===== config.mk =====
export PLATFORM = sky130hd
export DESIGN_NAME = text_encoding_detector
export DESIGN_NICKNAME = d
export VERILOG_FILES = /design/src/hw/rtl/ted_pkg.sv /design/src/hw/rtl/text_encoding_detector.sv
export SDC_FILE = /design/constraint.sdc
export NUM_CORES = 1
export LEC_CHECK = 0
export ABC_AREA = 1
export BUFFER_PORTS_ARGS = -buffer_cell sky130_fd_sc_hd__buf_2
export CAP_MARGIN = 20
export CELL_PAD_IN_SITES_DETAIL_PLACEMENT = 1
export CELL_PAD_IN_SITES_GLOBAL_PLACEMENT = 2
export CORE_MARGIN = 2
export CORE_UTILIZATION = 32
export CTS_CLUSTER_DIAMETER = 100
export DETAILED_ROUTE_END_ITERATION = 6
export GPL_TIMING_DRIVEN = 0
export PLACE_DENSITY = 0.8
export SLEW_MARGIN = 40
export SYNTH_ARGS = -nofsm -noshare
export SYNTH_HDL_FRONTEND = slang
export SYNTH_SLANG_ARGS = --single-unit

===== constraint.sdc =====
create_clock -name clock -period 3.5 [get_ports clock]
set_input_delay 0.7 -clock clock [delete_from_list [all_inputs] [get_ports clock]]
set_output_delay 0.7 -clock clock [all_outputs]
set_load 0.01 [all_outputs]

===== src/hw/rtl/ted_pkg.sv =====
`default_nettype none
package ted_pkg;

   localparam logic [3:0] SAMPLE_BYTES = 4'd12;
   localparam logic [2:0] FREEZE_COUNT = 3'd5;

   localparam logic [7:0] BYTE_EF = 8'hEF;
   localparam logic [7:0] BYTE_BB = 8'hBB;
   localparam logic [7:0] BYTE_BF = 8'hBF;
   localparam logic [7:0] BYTE_FE = 8'hFE;
   localparam logic [7:0] BYTE_FF = 8'hFF;
   localparam logic [7:0] BYTE_NL = 8'h0A;
   localparam logic [7:0] BYTE_80 = 8'h80;
   localparam logic [7:0] SIMP_LO = 8'hC6;
   localparam logic [7:0] SIMP_HI = 8'hD7;
   localparam logic [7:0] TRAD_LO = 8'hA4;
   localparam logic [7:0] TRAD_MID = 8'hA9;
   localparam logic [7:0] TRAD_HI = 8'hAF;
   localparam logic [7:0] TRAIL_LO = 8'hA1;
   localparam logic [7:0] TRAIL_HI = 8'hFE;

   typedef enum logic [2:0] {
      ENC_UTF8      = 3'd0,
      ENC_UTF16_BE  = 3'd1,
      ENC_UTF16_LE  = 3'd2,
      ENC_GBK       = 3'd3,
      ENC_BIG5      = 3'd4
   } encoding_type;

   typedef enum logic [1:0] {
      NL_BEFORE  = 2'd0,
      NL_SKIP    = 2'd1,
      NL_COLLECT = 2'd2,
      NL_DONE    = 2'd3
   } newline_type;

   typedef enum logic [1:0] {
      B5_UNDECIDED = 2'd0,
      B5_GBK       = 2'd1,
      B5_BIG5      = 2'd2
   } big5_type;

   typedef struct packed {
      logic [2:0] pending;
      logic       fail;
   } utf8_type;

   typedef struct packed {
      logic [1:0]  byte_position;
      logic [2:0]  bom_candidates;
      logic        first_zero_seen;
      logic        first_zero_odd;
      logic        parity_bit;
      logic [3:0]  high_count;
      utf8_type    high_utf8;
      logic [7:0]  first_high_value;
      newline_type newline_phase;
      logic [3:0]  tail_count;
      utf8_type    tail_utf8;
      logic [2:0]  simplified_count;
      logic [2:0]  traditional_count;
      big5_type    big5_decided;
      logic [8:0]  previous_byte;
   } detect_type;

   function automatic detect_type detect_reset();
      detect_type d;
      d                   = '0;
      d.bom_candidates    = 3'b111;
      d.newline_phase     = NL_BEFORE;
      d.big5_decided      = B5_UNDECIDED;
      return d;
   endfunction

   function automatic logic [3:0] lead_ones(input logic [7:0] b);
      logic [3:0] n;
      logic       run;
      n   = 4'd0;
      run = 1'b1;
      for (int i = 7; i >= 0; i--) begin
         if (run && b[i]) begin
            n = n + 4'd1;
         end else begin
            run = 1'b0;
         end
      end
      return n;
   endfunction

   function automatic utf8_type utf8_feed(input utf8_type st, input logic [7:0] b);
      utf8_type   r;
      logic [3:0] ones;
      r    = st;
      ones = lead_ones(b);
      if (!st.fail) begin
         if (st.pending == 3'd0) begin
            if (b[7]) begin
               if (ones == 4'd1) begin
                  r.fail = 1'b1;
               end else begin
                  r.pending = 3'(ones - 4'd1);
               end
            end
         end else begin
            if (b[7:6] != 2'b10) begin
               r.fail = 1'b1;
            end else begin
               r.pending = st.pending - 3'd1;
            end
         end
      end
      return r;
   endfunction

endpackage
`default_nettype wire


===== src/hw/rtl/text_encoding_detector.sv =====
// text encoding detector
// input channel (req_): one byte of a text buffer per word, req_last_byte
// marks the final byte of the buffer. every byte updates small trackers:
// byte order mark, first zero byte, utf-8 check on the first high bytes,
// utf-8 check on the bytes after the first newline, and a big5/gbk count
// result channel (rsp_): one word per buffer, rsp_encoding_code
// (0 utf-8, 1 utf-16 be, 2 utf-16 le, 3 gbk, 4 big5), no word for other bytes
// throughput: one byte per cycle, set by the single update stage between the
// input register and the result register, while no last byte is held back by
// a pending result that the receiver has not taken; the last byte's code is
// registered in the result register after it passes the update stage
// after the last byte the trackers clear so the next byte starts a new buffer
// reset clears the trackers and empties both pipeline registers
// when the receiver stalls, the result is held; further non-last bytes keep
// flowing, and a second last byte waits in the input register until the
// pending result is taken
`default_nettype none
module text_encoding_detector (
   input  wire logic       clock,
   input  wire logic       reset,
   input  wire logic       req_valid,
   output logic            req_ready,
   input  wire logic [7:0] req_byte_value,
   input  wire logic       req_last_byte,
   output logic            rsp_valid,
   input  wire logic       rsp_ready,
   output logic [2:0]      rsp_encoding_code
);
   import ted_pkg::*;

   logic         in_valid_ff;
   logic [7:0]   in_byte_ff;
   logic         in_last_ff;
   logic         out_valid_ff;
   logic         out_valid_in;
   encoding_type out_code_ff;
   encoding_type out_code_in;
   detect_type   det_ff;
   detect_type   det_in;
   detect_type   upd;
   logic         advance;
   logic [7:0]   b;
   logic [7:0]   hi;

   assign advance   = in_valid_ff && (!in_last_ff || !out_valid_ff || rsp_ready);
   assign req_ready = !in_valid_ff || advance;
   assign rsp_valid = out_valid_ff;
   assign rsp_encoding_code = out_code_ff;
   assign b  = in_byte_ff;
   assign hi = det_ff.previous_byte[7:0];

   always_comb begin
      upd = det_ff;

      // byte order mark
      unique case (det_ff.byte_position)
         2'd0: begin
            if (b != BYTE_EF) upd.bom_candidates[0] = 1'b0;
            if (b != BYTE_FE) upd.bom_candidates[1] = 1'b0;
            if (b != BYTE_FF) upd.bom_candidates[2] = 1'b0;
         end
         2'd1: begin
            if (b != BYTE_BB) upd.bom_candidates[0] = 1'b0;
            if (b != BYTE_FF) upd.bom_candidates[1] = 1'b0;
            if (b != BYTE_FE) upd.bom_candidates[2] = 1'b0;
         end
         2'd2: begin
            if (b != BYTE_BF) upd.bom_candidates[0] = 1'b0;
         end
         default: begin
         end
      endcase
      if (det_ff.byte_position != 2'd3) begin
         upd.byte_position = det_ff.byte_position + 2'd1;
      end

      // first zero byte
      if (b == 8'd0 && !det_ff.first_zero_seen) begin
         upd.first_zero_seen = 1'b1;
         upd.first_zero_odd  = det_ff.parity_bit;
      end
      upd.parity_bit = !det_ff.parity_bit;

      // utf-8 on high bytes
      if (b[7] && det_ff.high_count < SAMPLE_BYTES) begin
         if (det_ff.high_count == 4'd0) begin
            upd.first_high_value = b;
         end
         upd.high_count = det_ff.high_count + 4'd1;
         upd.high_utf8  = utf8_feed(det_ff.high_utf8, b);
      end

      // utf-8 after first newline
      unique case (det_ff.newline_phase)
         NL_BEFORE: begin
            if (b == BYTE_NL) upd.newline_phase = NL_SKIP;
         end
         NL_SKIP: begin
            if (b > BYTE_80) begin
               upd.newline_phase = NL_COLLECT;
               upd.tail_count    = 4'd1;
               upd.tail_utf8     = utf8_feed(det_ff.tail_utf8, b);
            end
         end
         NL_COLLECT: begin
            if (det_ff.tail_count < SAMPLE_BYTES) begin
               upd.tail_count = det_ff.tail_count + 4'd1;
               upd.tail_utf8  = utf8_feed(det_ff.tail_utf8, b);
            end else begin
               upd.newline_phase = NL_DONE;
            end
         end
         default: begin
         end
      endcase

      // big5 versus gbk lead byte count
      if (det_ff.previous_byte[8] && det_ff.big5_decided == B5_UNDECIDED) begin
         if (hi[7]) begin
            if (hi >= SIMP_LO && hi <= SIMP_HI) begin
               upd.simplified_count = det_ff.simplified_count + 3'd1;
            end else if (hi >= TRAD_LO && hi <= TRAD_HI) begin
               if (hi <= TRAD_MID) begin
                  upd.traditional_count = det_ff.traditional_count + 3'd1;
               end else if (b >= TRAIL_LO && b <= TRAIL_HI) begin
                  upd.big5_decided = B5_BIG5;
               end else begin
                  upd.traditional_count = det_ff.traditional_count + 3'd1;
               end
            end
            upd.previous_byte = '0;
         end else begin
            upd.previous_byte = {1'b1, b};
         end
         if (upd.big5_decided == B5_UNDECIDED &&
             (upd.simplified_count >= FREEZE_COUNT ||
              upd.traditional_count >= FREEZE_COUNT)) begin
            upd.big5_decided = (upd.simplified_count >= upd.traditional_count) ?
                               B5_GBK : B5_BIG5;
         end
      end else if (det_ff.big5_decided == B5_UNDECIDED) begin
         upd.previous_byte = {1'b1, b};
      end
   end

   always_comb begin
      priority if (upd.bom_candidates[0] && upd.byte_position == 2'd3) begin
         out_code_in = ENC_UTF8;
      end else if (upd.bom_candidates[1] && upd.byte_position >= 2'd2) begin
         out_code_in = ENC_UTF16_BE;
      end else if (upd.bom_candidates[2] && upd.byte_position >= 2'd2) begin
         out_code_in = ENC_UTF16_LE;
      end else if (upd.first_zero_seen) begin
         out_code_in = upd.first_zero_odd ? ENC_UTF16_LE : ENC_UTF16_BE;
      end else if (upd.high_count != 4'd0 && !upd.high_utf8.fail &&
                   upd.high_utf8.pending == 3'd0) begin
         out_code_in = ENC_UTF8;
      end else if (upd.newline_phase == NL_DONE && upd.first_high_value <= BYTE_80 &&
                   !upd.tail_utf8.fail && upd.tail_utf8.pending == 3'd0) begin
         out_code_in = ENC_UTF8;
      end else if (upd.big5_decided == B5_BIG5) begin
         out_code_in = ENC_BIG5;
      end else if (upd.big5_decided == B5_GBK) begin
         out_code_in = ENC_GBK;
      end else begin
         out_code_in = (upd.simplified_count >= upd.traditional_count) ?
                       ENC_GBK : ENC_BIG5;
      end
   end

   always_comb begin
      det_in = in_last_ff ? detect_reset() : upd;
      if (advance && in_last_ff) begin
         out_valid_in = 1'b1;
      end else if (rsp_ready) begin
         out_valid_in = 1'b0;
      end else begin
         out_valid_in = out_valid_ff;
      end
   end

   always_ff @(posedge clock) begin
      if (reset) begin
         in_valid_ff  <= 1'b0;
         out_valid_ff <= 1'b0;
         det_ff       <= detect_reset();
      end else begin
         if (req_ready) begin
            in_valid_ff <= req_valid;
         end
         out_valid_ff <= out_valid_in;
         if (advance) begin
            det_ff <= det_in;
         end
      end
   end

   always_ff @(posedge clock) begin
      if (req_ready && req_valid) begin
         in_byte_ff <= req_byte_value;
         in_last_ff <= req_last_byte;
      end
      if (advance && in_last_ff) begin
         out_code_ff <= out_code_in;
      end
   end

endmodule
`default_nettype wire

==> key figures, run 1 <==
Status
  • Status: complete, but fails checks
  • Failing checks: setup timing

Routing
  • Drt drc: 0
  • 1st-pass router iterations: 4
  • Avg Vias per Cell: 4.975
  • Routed wire length: 13.87 mm
  • Routed Antenna Nets: 0
  • Via count: 4,298
  • Initial DRC count: 254
  • DR WL/cell: 16.05 microns

Timing
  • Clock skew: 0.009968 ns
  • Final min period: 3.669 ns
  • Max-slew headroom: 0.4335
  • Setup Viol. Count Final: 4
  • Setup ws final: -0.1689 ns
  • Slew @ Worst Pin: 0.8498 ns
  • RSZ-0062 raised after global routing: yes
  • Hold Fails Final Rpt: 0
  • Max Clk Rate: 0.2726 GHz
  • Final-report max-slew violation count: 0
  • Final period util: 1.048
  • Setup TNS: -0.4290 ns

Setup path
  • CP Capture Type: register
  • Max stage delay cell, worst path: edfxtp_1
  • Crit Path Category: register to register
  • Max FO, Critical Path: 3
  • Arr. time, crit path: 3.76 ns
  • Worst Setup Start Kind: register
  • Required @ worst endpoint: 3.59 ns
  • Reg2Reg Setup Slack: -0.17 ns
  • Max incr delay on CP: 0.42 ns

CTS
  • TritonCTS clock tree: done
  • H-tree lvl count: 3
  • Clock root buffer: clkbuf_16
  • CTS Buffer Depth: 2
  • Number of CTS-inserted buffers: 9
  • # hold bufs at CTS: 0
  • Clock latency at the later pin of the worst-skew pair: 0.34 ns
  • Worst-path clk slew: 0.06 ns
  • Clk sinks: 64

Logic synthesis
  • Cell Area, Synth: 4278 sq um
  • Yosys Warn Count: 0
  • Ys async rst share: 0
  • Syn_area_per_cell: 6.726 sq um
  • Synthesized flop and latch total: 64
  • Top_reg_cell synth: dfxtp_1
  • Gate count of the mapped netlist: 636
  • Sequential cell area fraction in the yosys report: 0.3276
  • Synth unique cells: 42
  • Syn nets: 675
  • Number of synthesized flops with an enable pin: 12

Place
  • Post-DP HPWL: 10.06 mm
  • Worst slack, placed: -0.5046 ns
  • PortBufs: 17
  • Gpl congestion: 0.8359

Floorplan
  • Ports: 18
  • DIE HEIGHT: 119.6 microns
  • Site row count: 42
  • Initial Util: 0.3256
  • Core ar.: 13,140 sq um
  • Die area: 14,310 sq um
  • Chip Width: 119.6 microns

Power
  • Tot Pwr: 2.070 mW
  • Worst VDD drop: 0.1981 mV
  • Power per cell area: 393.8 nW/um^2
  • P_leak: 2.285 nW

Finish
  • # nets final: 722
  • Final core utilization: 0.4001
  • Fill cells: 1,674
  • Number of diodes: 0
  • Layout cells sized above 1: 0.1730
  • Area Overhead vs Synth: 22.87%

Global routing
  • Global Route Usage Sum: 0.2036
  • Global-route wire length before repair: 22.89 mm
  • Vias in the first global route: 4,438
  • Initial antenna violation count: 0
  • Pin count of the biggest net entering global routing: 12
  • Congestion Overflow GR: 0

Run
  • Max-cap violations: 0

Hold path
  • Worst min-delay path class: register to register
==> worst max-delay path: cells and delay by family (launching register included) <==
family	cells	cell delay (ns)
simple gates	17	1.29
fa+ha+maj	4	0.94
buf+inv	5	0.44
flops	1	0.42
xor+xnor	1	0.18
compound gates	2	0.12
==> logic make-up after synthesis <==
group / after synthesis / share of synthesized area
and+or+nand+nor: 285 / 0.2992
AOI/OAI and AO/OA: 129 / 0.1734
xor gates and xnor gates: 3 / 0.006143
adders and majority gates: 26 / 0.07605
buffers and inverters: 129 / 0.1176
DFF: 64 / 0.3276
==> cell usage in the layout (no fill, tap or decap), drive strengths merged <==
cell / n
a21boi: 4
o31ai: 1
clkinv: 4
buf: 39
inv: 113
a31oi: 3
nand3b: 2
a41oi: 1
nand4: 8
nor4: 2
o211ai: 5
nand2: 161
a22oi: 2
bufinv: 2
o22ai: 16
nor3: 8
edfxtp: 12
clkbuf: 23
dfxtp: 52
or2: 4
o311ai: 1
a211oi: 3
nand3: 42
a21oi: 42
o21bai: 1
o21a: 1
nor2: 58
xor2: 3
a2bb2oi: 4
ha: 26
o21ai: 45
==> layout make-up <==
cell class              instances  area (sq um)  share of cell area
multi-input cells             443          2581              0.4911
flip-flops and latches         64          1401              0.2666
inverters                     115         434.2             0.08260
clock buffers                  12         246.5             0.04689
repair buffers                 36         231.5             0.04404
well taps                     176         220.2             0.04189
plain buffers                  14         71.32             0.01357
clock inverters                 4         70.07             0.01333
==> per-layer routing <==
layer	GRT usage	wire [microns]	vias to the layer above
li1	-	-	2165
met1	0.2704	6688	2081
met2	0.3407	6595	35
met3	0.02852	263	17
met4	0.06618	317	0
met5	0	0	-
==> cells in the mapped netlist (2+ instances only) <==
cell type | n | area (sq um)
a211oi_1 | 3 | 22.52
nand2_2 | 9 | 56.30
clkbuf_1 | 10 | 37.54
nand3_1 | 38 | 190.2
nor4_1 | 2 | 12.51
nor3_1 | 8 | 40.04
or2_2 | 4 | 25.02
a21boi_0 | 2 | 15.01
o22ai_1 | 16 | 100.1
nand4_1 | 7 | 43.79
a22oi_1 | 2 | 15.01
a2bb2oi_1 | 4 | 35.03
nand3_2 | 4 | 40.04
a31oi_1 | 3 | 18.77
o211ai_1 | 5 | 37.54
xor2_1 | 3 | 26.28
buf_4 | 2 | 15.01
edfxtp_1 | 12 | 360.4
nor2_2 | 2 | 12.51
inv_1 | 113 | 424.2
a21oi_1 | 41 | 205.2
o21ai_0 | 45 | 225.2
dfxtp_1 | 52 | 1041
nand2_1 | 149 | 559.3
nor2_1 | 55 | 206.5
ha_1 | 26 | 325.3
clkinv_1 | 2 | 7.510
nand2_4 | 3 | 33.78
==> flip-flops by register name (all words and copies together), names as in the netlist <==
name,flops
rsp_encoding_code,3
rsp_valid,1
in_last_ff,1
b,8
in_valid_ff,1
det_ff,50
==> final timing paths <==
kind	cells after the start	end	start
setup / recovery	29	rsp_encoding_code[0]$_SDFFCE_PP0P_	b[7]$_DFFE_PP_
hold / removal	2	det_ff[24]$_SDFFE_PP0P_	det_ff[24]$_SDFFE_PP0P_
setup reg to reg	29	rsp_encoding_code[0]$_SDFFCE_PP0P_	b[7]$_DFFE_PP_
hold reg to reg	2	det_ff[24]$_SDFFE_PP0P_	det_ff[24]$_SDFFE_PP0P_
==> where the power goes <==
| part | switching (mW) | total [mW] | leakage (nW) | internal [mW] |
|---|---|---|---|---|
| clock network | 0.345 | 0.986 | 0.157 | 0.641 |
| registers | 0.0170 | 0.792 | 0.537 | 0.775 |
| logic | 0.186 | 0.291 | 1.59 | 0.105 |
| total | 0.548 | 2.07 | 2.29 | 1.52 |
==> through the flow <==
stage / std cells / hold slack [ns] / instance area, sq um
2_1_floorplan: 636 / 0.4301 / 4293
3_3_place_gp: 829 / 0.4392 / 4598
6_report: 864 / 0.4528 / 5256
3_5_place_dp: 829 / 0.4487 / 4598
4_1_cts: 859 / 0.4567 / 5167
5_1_grt: 864 / 0.4819 / 5256
==> repair_timing <==
item | CTS | global route
pin swaps | 22 | 16
resized for setup | 28 | 15
buffers inserted | 14 | 5
endpoints found under the setup margin | 8 | 9
hold endpoints to repair | 0 | 0
Power figures use the tool's default switching activity.
==> inputs of run 2 (changes only) <==
--- a/config.mk
+++ b/config.mk
@@ -18,2 +18,3 @@
 export PLACE_DENSITY = 0.8
+export SETUP_SLACK_MARGIN = 0.4
 export SLEW_MARGIN = 40
--- a/constraint.sdc
+++ b/constraint.sdc
@@ -3,2 +3,2 @@
 set_output_delay 0.7 -clock clock [all_outputs]
-set_load 0.01 [all_outputs]
+set_load 0.1 [all_outputs]
==> key figures, run 2 (synthesis results as in run 1) <==
Setup path
  • Max stage delay cell, worst path: edfxtp_1
  • Max FO, Critical Path: 4 (+1)
  • Max incr delay on CP: 0.42 ns (about the same)
  • Buf/Inv on CP: 6 (+1)
  • Crit Path Category: register to register
  • CP Capture Type: register
  • Arr. time, crit path: 3.73 ns (-0.03 ns)
  • Kind of cell adding the most delay to the critical path: simple AND/OR/NAND/NOR gates
  • Worst Setup Start Kind: register
  • Required @ worst endpoint: 3.58 ns (about the same)
  • CP most frequent cell: nand2_2

Timing
  • Hold Worst Slack: 0.4491 ns (-0.003743 ns)
  • Setup Viol. Count Final: 3 (-1)
  • RSZ-0062 raised after global routing: yes
  • Hold Fails Final Rpt: 0 (unchanged)
  • Clock skew: 0.006127 ns (-0.003841 ns)
  • Slew @ Worst Pin: 0.7932 ns (-0.05657 ns)
  • Final period util: 1.043 (-0.005243)
  • Setup ws final: -0.1505 ns (+0.01835 ns)
  • Max-slew headroom: 0.4712 (+0.03771)
  • Setup TNS: -0.3655 ns (+0.06353 ns)
  • Max Clk Rate: 0.2739 GHz (+0.50%)
  • Final-report max-slew violation count: 0 (unchanged)
  • Final min period: 3.651 ns (-0.01835 ns)

Finish
  • Commonest non-fill, non-tap cell in the layout: nand2_1
  • Final Cell Area: 5241 sq um (-0.29%)
  • Max reg flops: 50 (unchanged)
  • Area Overhead vs Synth: 22.52%
  • Biggest register: det_ff
  • # nets final: 719 (-0.42%)
  • Commonest cells after routing, fill and taps aside: 136 x nand2_1, 107 x inv_1, 53 x nor2_1
  • Final core utilization: 0.3990 (-0.001143)
  • Number of diodes: 0 (unchanged)
  • Layout cells sized above 1: 0.1752 (+0.002217)

Floorplan
  • Initial Util: 0.3256 (unchanged)
  • Core ar.: 13,140 sq um (unchanged)
  • Site row count: 42 (unchanged)
  • DIE HEIGHT: 119.6 microns (unchanged)
  • Die area: 14,310 sq um (unchanged)
  • Chip Width: 119.6 microns (unchanged)
  • Ports: 18 (unchanged)

Global routing
  • Initial antenna violation count: 0 (unchanged)
  • Vias in the first global route: 4,317 (-2.7%)
  • Global-route wire length before repair: 22.14 mm (-3.3%)
  • Congestion Overflow GR: 0 (unchanged)
  • Global Route Usage Sum: 0.1996 (-0.004011)
  • Pin count of the biggest net entering global routing: 12 (unchanged)

Routing
  • Drt drc: 0 (unchanged)
  • Avg Vias per Cell: 4.920 (-1.1%)
  • Initial DRC count: 169 (-33%)
  • Routed Antenna Nets: 0 (unchanged)
  • DR WL/cell: 15.89 microns (-0.96%)
  • Routed wire length: 13.68 mm (-1.3%)
  • Via count: 4,236 (-1.4%)
  • 1st-pass router iterations: 4 (unchanged)

CTS
  • H-tree lvl count: 3 (unchanged)
  • CTS Buffer Depth: 2 (unchanged)
  • TritonCTS clock tree: done
  • # hold bufs at CTS: 0 (unchanged)
  • Number of CTS-inserted buffers: 9 (unchanged)
  • Clk sinks: 64 (unchanged)
  • Clock latency at the later pin of the worst-skew pair: 0.34 ns (about the same)
  • Worst-path clk slew: 0.06 ns (about the same)
  • Clock root buffer: clkbuf_16

Power
  • Power per cell area: 401.1 nW/um^2 (+1.9%)
  • Worst VDD drop: 0.2330 mV (+18%)
  • P_leak: 2.274 nW (-0.48%)

Hold path
  • Worst min-delay path class: register to register

Place
  • Worst slack, placed: -0.4638 ns (+0.04081 ns)
  • Gpl congestion: 0.8400 (+0.49%)
  • PortBufs: 17 (unchanged)
  • Post-DP HPWL: 10.12 mm (+0.57%)
  • Placed cell area: 4623 sq um (+0.54%)

Run
  • Max-cap violations: 0 (unchanged)

Status
  • Status: complete, but fails checks
  • Failing checks: setup timing
run 2: power by group:
part	internal [mW]	switching, mW
clock	0.662	0.344
sequential	0.775	0.0170
combinational	0.103	0.201
total	1.54	0.562
run 2: worst reg2reg max path: cells and delay by family (launching register included):
kind | cells | cell delay, ns
buffers and inverters | 6 | 0.50
AOI/OAI and AO/OA | 2 | 0.21
DFF | 1 | 0.42
and+or+nand+nor | 17 | 1.37
adders and majority gates | 4 | 0.89
run 2: cell type report:
cell class / instances / area [sq um]
Clock buffer: 13 / 260.3
Buffer: 14 / 75.07
Sequential cell: 64 / 1401
Inverter: 115 / 431.7
Tap cell: 176 / 220.2
Fill cell: 1680 / 7896
Timing Repair Buffer: 33 / 205.2
Clock inverter: 3 / 65.06
Multi-Input combinational cell: 443 / 2582
run 2: what timing repair did:
action / CTS / global route
endpoints found under the setup margin: 11 / 12
setup buffers: 12 / 4
resized for setup: 19 / 22
pin swaps: 15 / 18
run 2: routing by layer:
metal	vias up	track usage	wire (microns)
met5	-	0	0
met4	0	0.08015	316
met3	16	0.02899	375
met2	60	0.3300	6503
met1	2000	0.2616	6489
li1	2160	-	-
run 2: metrics by stage:
stage / std cells / total power, mW
4_1_cts: 857 / 2.107
3_5_place_dp: 829 / 1.069
3_3_place_gp: 829 / 1.061
2_1_floorplan: 636 / 0.9888
5_1_grt: 861 / 2.195
6_report: 861 / 2.102
run 2: worst paths after layout:
path                                 from                                 end  slack, ns  cells after the start
setup / recovery           b[7]$_DFFE_PP_  rsp_encoding_code[2]$_SDFFCE_PP0P_      -0.15                     29
hold / removal    det_ff[24]$_SDFFE_PP0P_             det_ff[24]$_SDFFE_PP0P_       0.45                      2
setup reg to reg           b[7]$_DFFE_PP_  rsp_encoding_code[2]$_SDFFCE_PP0P_      -0.15                     29
hold reg to reg   det_ff[24]$_SDFFE_PP0P_             det_ff[24]$_SDFFE_PP0P_       0.45                      2
==> inputs of run 3 (changes only) <==
CORE_MARGIN = 10   (was 2)
SKIP_CTS_REPAIR_TIMING = 1   (was not set)
SKIP_LAST_GASP = 1   (was not set)
==> key figures, run 3 (synthesis results as in run 1) <==
Power
  • Power per cell area: 369.5 nW/um^2 (-7.9%)
  • P_leak: 2.265 nW (-0.42%)
  • Tot Pwr: 1.922 mW (-8.6%)
  • Worst VDD drop: 0.2627 mV (+13%)

Global routing
  • Congestion Overflow GR: 0 (unchanged)
  • Global Route Usage Sum: 0.1485 (-0.05109)
  • Initial antenna violation count: 0 (unchanged)
  • Vias in the first global route: 4,243 (-1.7%)
  • Global-route wire length before repair: 21.56 mm (-2.6%)
  • Pin count of the biggest net entering global routing: 12 (unchanged)

Place
  • Placed cell count: 829 (unchanged)
  • Post-DP HPWL: 10.23 mm (+1.1%)
  • Gpl congestion: 0.8322 (-0.93%)
  • PortBufs: 17 (unchanged)

Timing
  • Hold Fails Final Rpt: 0 (unchanged)
  • Final-report max-slew violation count: 0 (unchanged)
  • Slew @ Worst Pin: 0.8305 ns (+0.03721 ns)
  • Max-slew headroom: 0.4464 (-0.02481)
  • Clock skew: 0.006874 ns (+0.0007467 ns)
  • Setup TNS: -0.5905 ns (-0.2250 ns)
  • Setup ws final: -0.2187 ns (-0.06820 ns)
  • Final period util: 1.062 (+0.01948)
  • RSZ-0062 raised after global routing: yes
  • Max Clk Rate: 0.2689 GHz (-1.8%)
  • Final min period: 3.719 ns (+0.06820 ns)
  • Setup Viol. Count Final: 4 (+1)

Routing
  • Routed Antenna Nets: 0 (unchanged)
  • Routed wire length: 13.67 mm (-0.11%)
  • Initial DRC count: 143 (-15%)
  • 1st-pass router iterations: 4 (unchanged)
  • DR WL/cell: 15.86 microns (-0.23%)
  • Drt drc: 0 (unchanged)
  • Via count: 4,305 (+1.6%)
  • Avg Vias per Cell: 4.994 (+1.5%)

Setup path
  • Max FO, Critical Path: 4 (unchanged)
  • Arr. time, crit path: 3.81 ns (+0.08 ns)
  • CP Capture Type: register
  • CP most frequent cell: nand2_2
  • Max stage delay cell, worst path: edfxtp_1
  • Required @ worst endpoint: 3.59 ns (about the same)
  • Worst Setup Start Kind: register
  • Max incr delay on CP: 0.48 ns (+0.06 ns)
  • Crit Path Category: register to register

Finish
  • Max reg flops: 50 (unchanged)
  • Commonest cells after routing, fill and taps aside: 139 x nand2_1, 107 x inv_1, 53 x nor2_1
  • Final core utilization: 0.3944 (-0.004530)
  • # nets final: 720 (+0.14%)
  • Commonest non-fill, non-tap cell in the layout: nand2_1
  • Area Overhead vs Synth: 21.61%
  • Post-Layout Cell Count: 862 (+0.12%)
  • Number of diodes: 0 (unchanged)
  • Biggest register: det_ff
  • Layout cells sized above 1: 0.1735 (-0.001713)

Status
  • Failing checks: setup timing
  • Status: complete, but fails checks

CTS
  • Worst-path clk slew: 0.06 ns (about the same)
  • TritonCTS clock tree: done
  • Clock root buffer: clkbuf_16
  • Clk sinks: 64 (unchanged)
  • CTS Buffer Depth: 2 (unchanged)
  • H-tree lvl count: 3 (unchanged)
  • Number of CTS-inserted buffers: 9 (unchanged)
  • Clock latency at the later pin of the worst-skew pair: 0.34 ns (about the same)

Floorplan
  • Chip Width: 135.6 microns (+13%)
  • Site row count: 42 (unchanged)
  • Core ar.: 13,190 sq um (+0.40%)
  • Die area: 18,390 sq um (+29%)
  • Ports: 18 (unchanged)
  • Initial Util: 0.3243 (-0.001297)
  • DIE HEIGHT: 135.6 microns (+13%)

Run
  • Max-cap violations: 0 (unchanged)

Hold path
  • Worst min-delay path class: register to register
run 3: changes by cell type in the layout (fill, tap and decap cells not counted), moves of 2 or more:
cell       change
a2bb2oi_1      -2
a2bb2oi_2      +2
buf_8          +2
bufinv_16      -2
clkbuf_8       -3
clkinv_2       +2
nand2_1        +3
nand2_2        -5
nand2_4        +2
nand3_1        -2
nand3_2        +4
nand3_4        -2
run 3: critical path: cells and delay by family (launching register included):
family	cells	cell delay, ns
buffers and inverters	5	0.37
flip-flops	1	0.48
AO/OA/AOI/OAI	3	0.32
adder cells (fa/ha/maj)	4	0.90
AND/OR/NAND/NOR	18	1.39
run 3: layout make-up:
cell class	count	area [sq um]
plain buffers	14	80.08
repair buffers	34	212.7
clock inverters	4	21.27
inverters	115	435.4
multi-input cells	443	2595
fillers	1674	7988
flip-flops and latches	64	1401
well taps	176	220.2
clock buffers	12	236.5
run 3: per-stage QoR:
| stage | hold WS [ns] | area (sq um) | worst slack (ns) |
|---|---|---|---|
| 2_1_floorplan | 0.4301 | 4318 | 0.05305 |
| 3_3_place_gp | 0.4397 | 4623 | -0.3966 |
| 3_5_place_dp | 0.4463 | 4623 | -0.4844 |
| 4_1_cts | 0.4549 | 4881 | -0.5183 |
| 5_1_grt | 0.4949 | 5202 | -0.4423 |
| 6_report | 0.4512 | 5202 | -0.2187 |
run 3: report_power, final:
part	internal (mW)	switching, mW	leakage [nW]
Sequential	0.775	0.0182	0.537
Combinational	0.103	0.201	1.60
Clock	0.477	0.348	0.131
run 3: layer usage:
layer	vias to the layer above	track usage	routed length, microns
li1	2164	-	-
met2	52	0.2368	6433
met3	21	0.02930	382
met1	2068	0.1941	6598
met4	0	0.05263	255
met5	-	0	0
run 3: final timing paths:
check | start | to | slack, ns | cells past startpoint
worst max-delay path | b[7]$_DFFE_PP_ | rsp_encoding_code[0]$_SDFFCE_PP0P_ | -0.22 | 30
worst min-delay path | det_ff[24]$_SDFFE_PP0P_ | det_ff[24]$_SDFFE_PP0P_ | 0.45 | 2
worst min register to register | det_ff[24]$_SDFFE_PP0P_ | det_ff[24]$_SDFFE_PP0P_ | 0.45 | 2
worst max register to register | b[7]$_DFFE_PP_ | rsp_encoding_code[0]$_SDFFCE_PP0P_ | -0.22 | 30
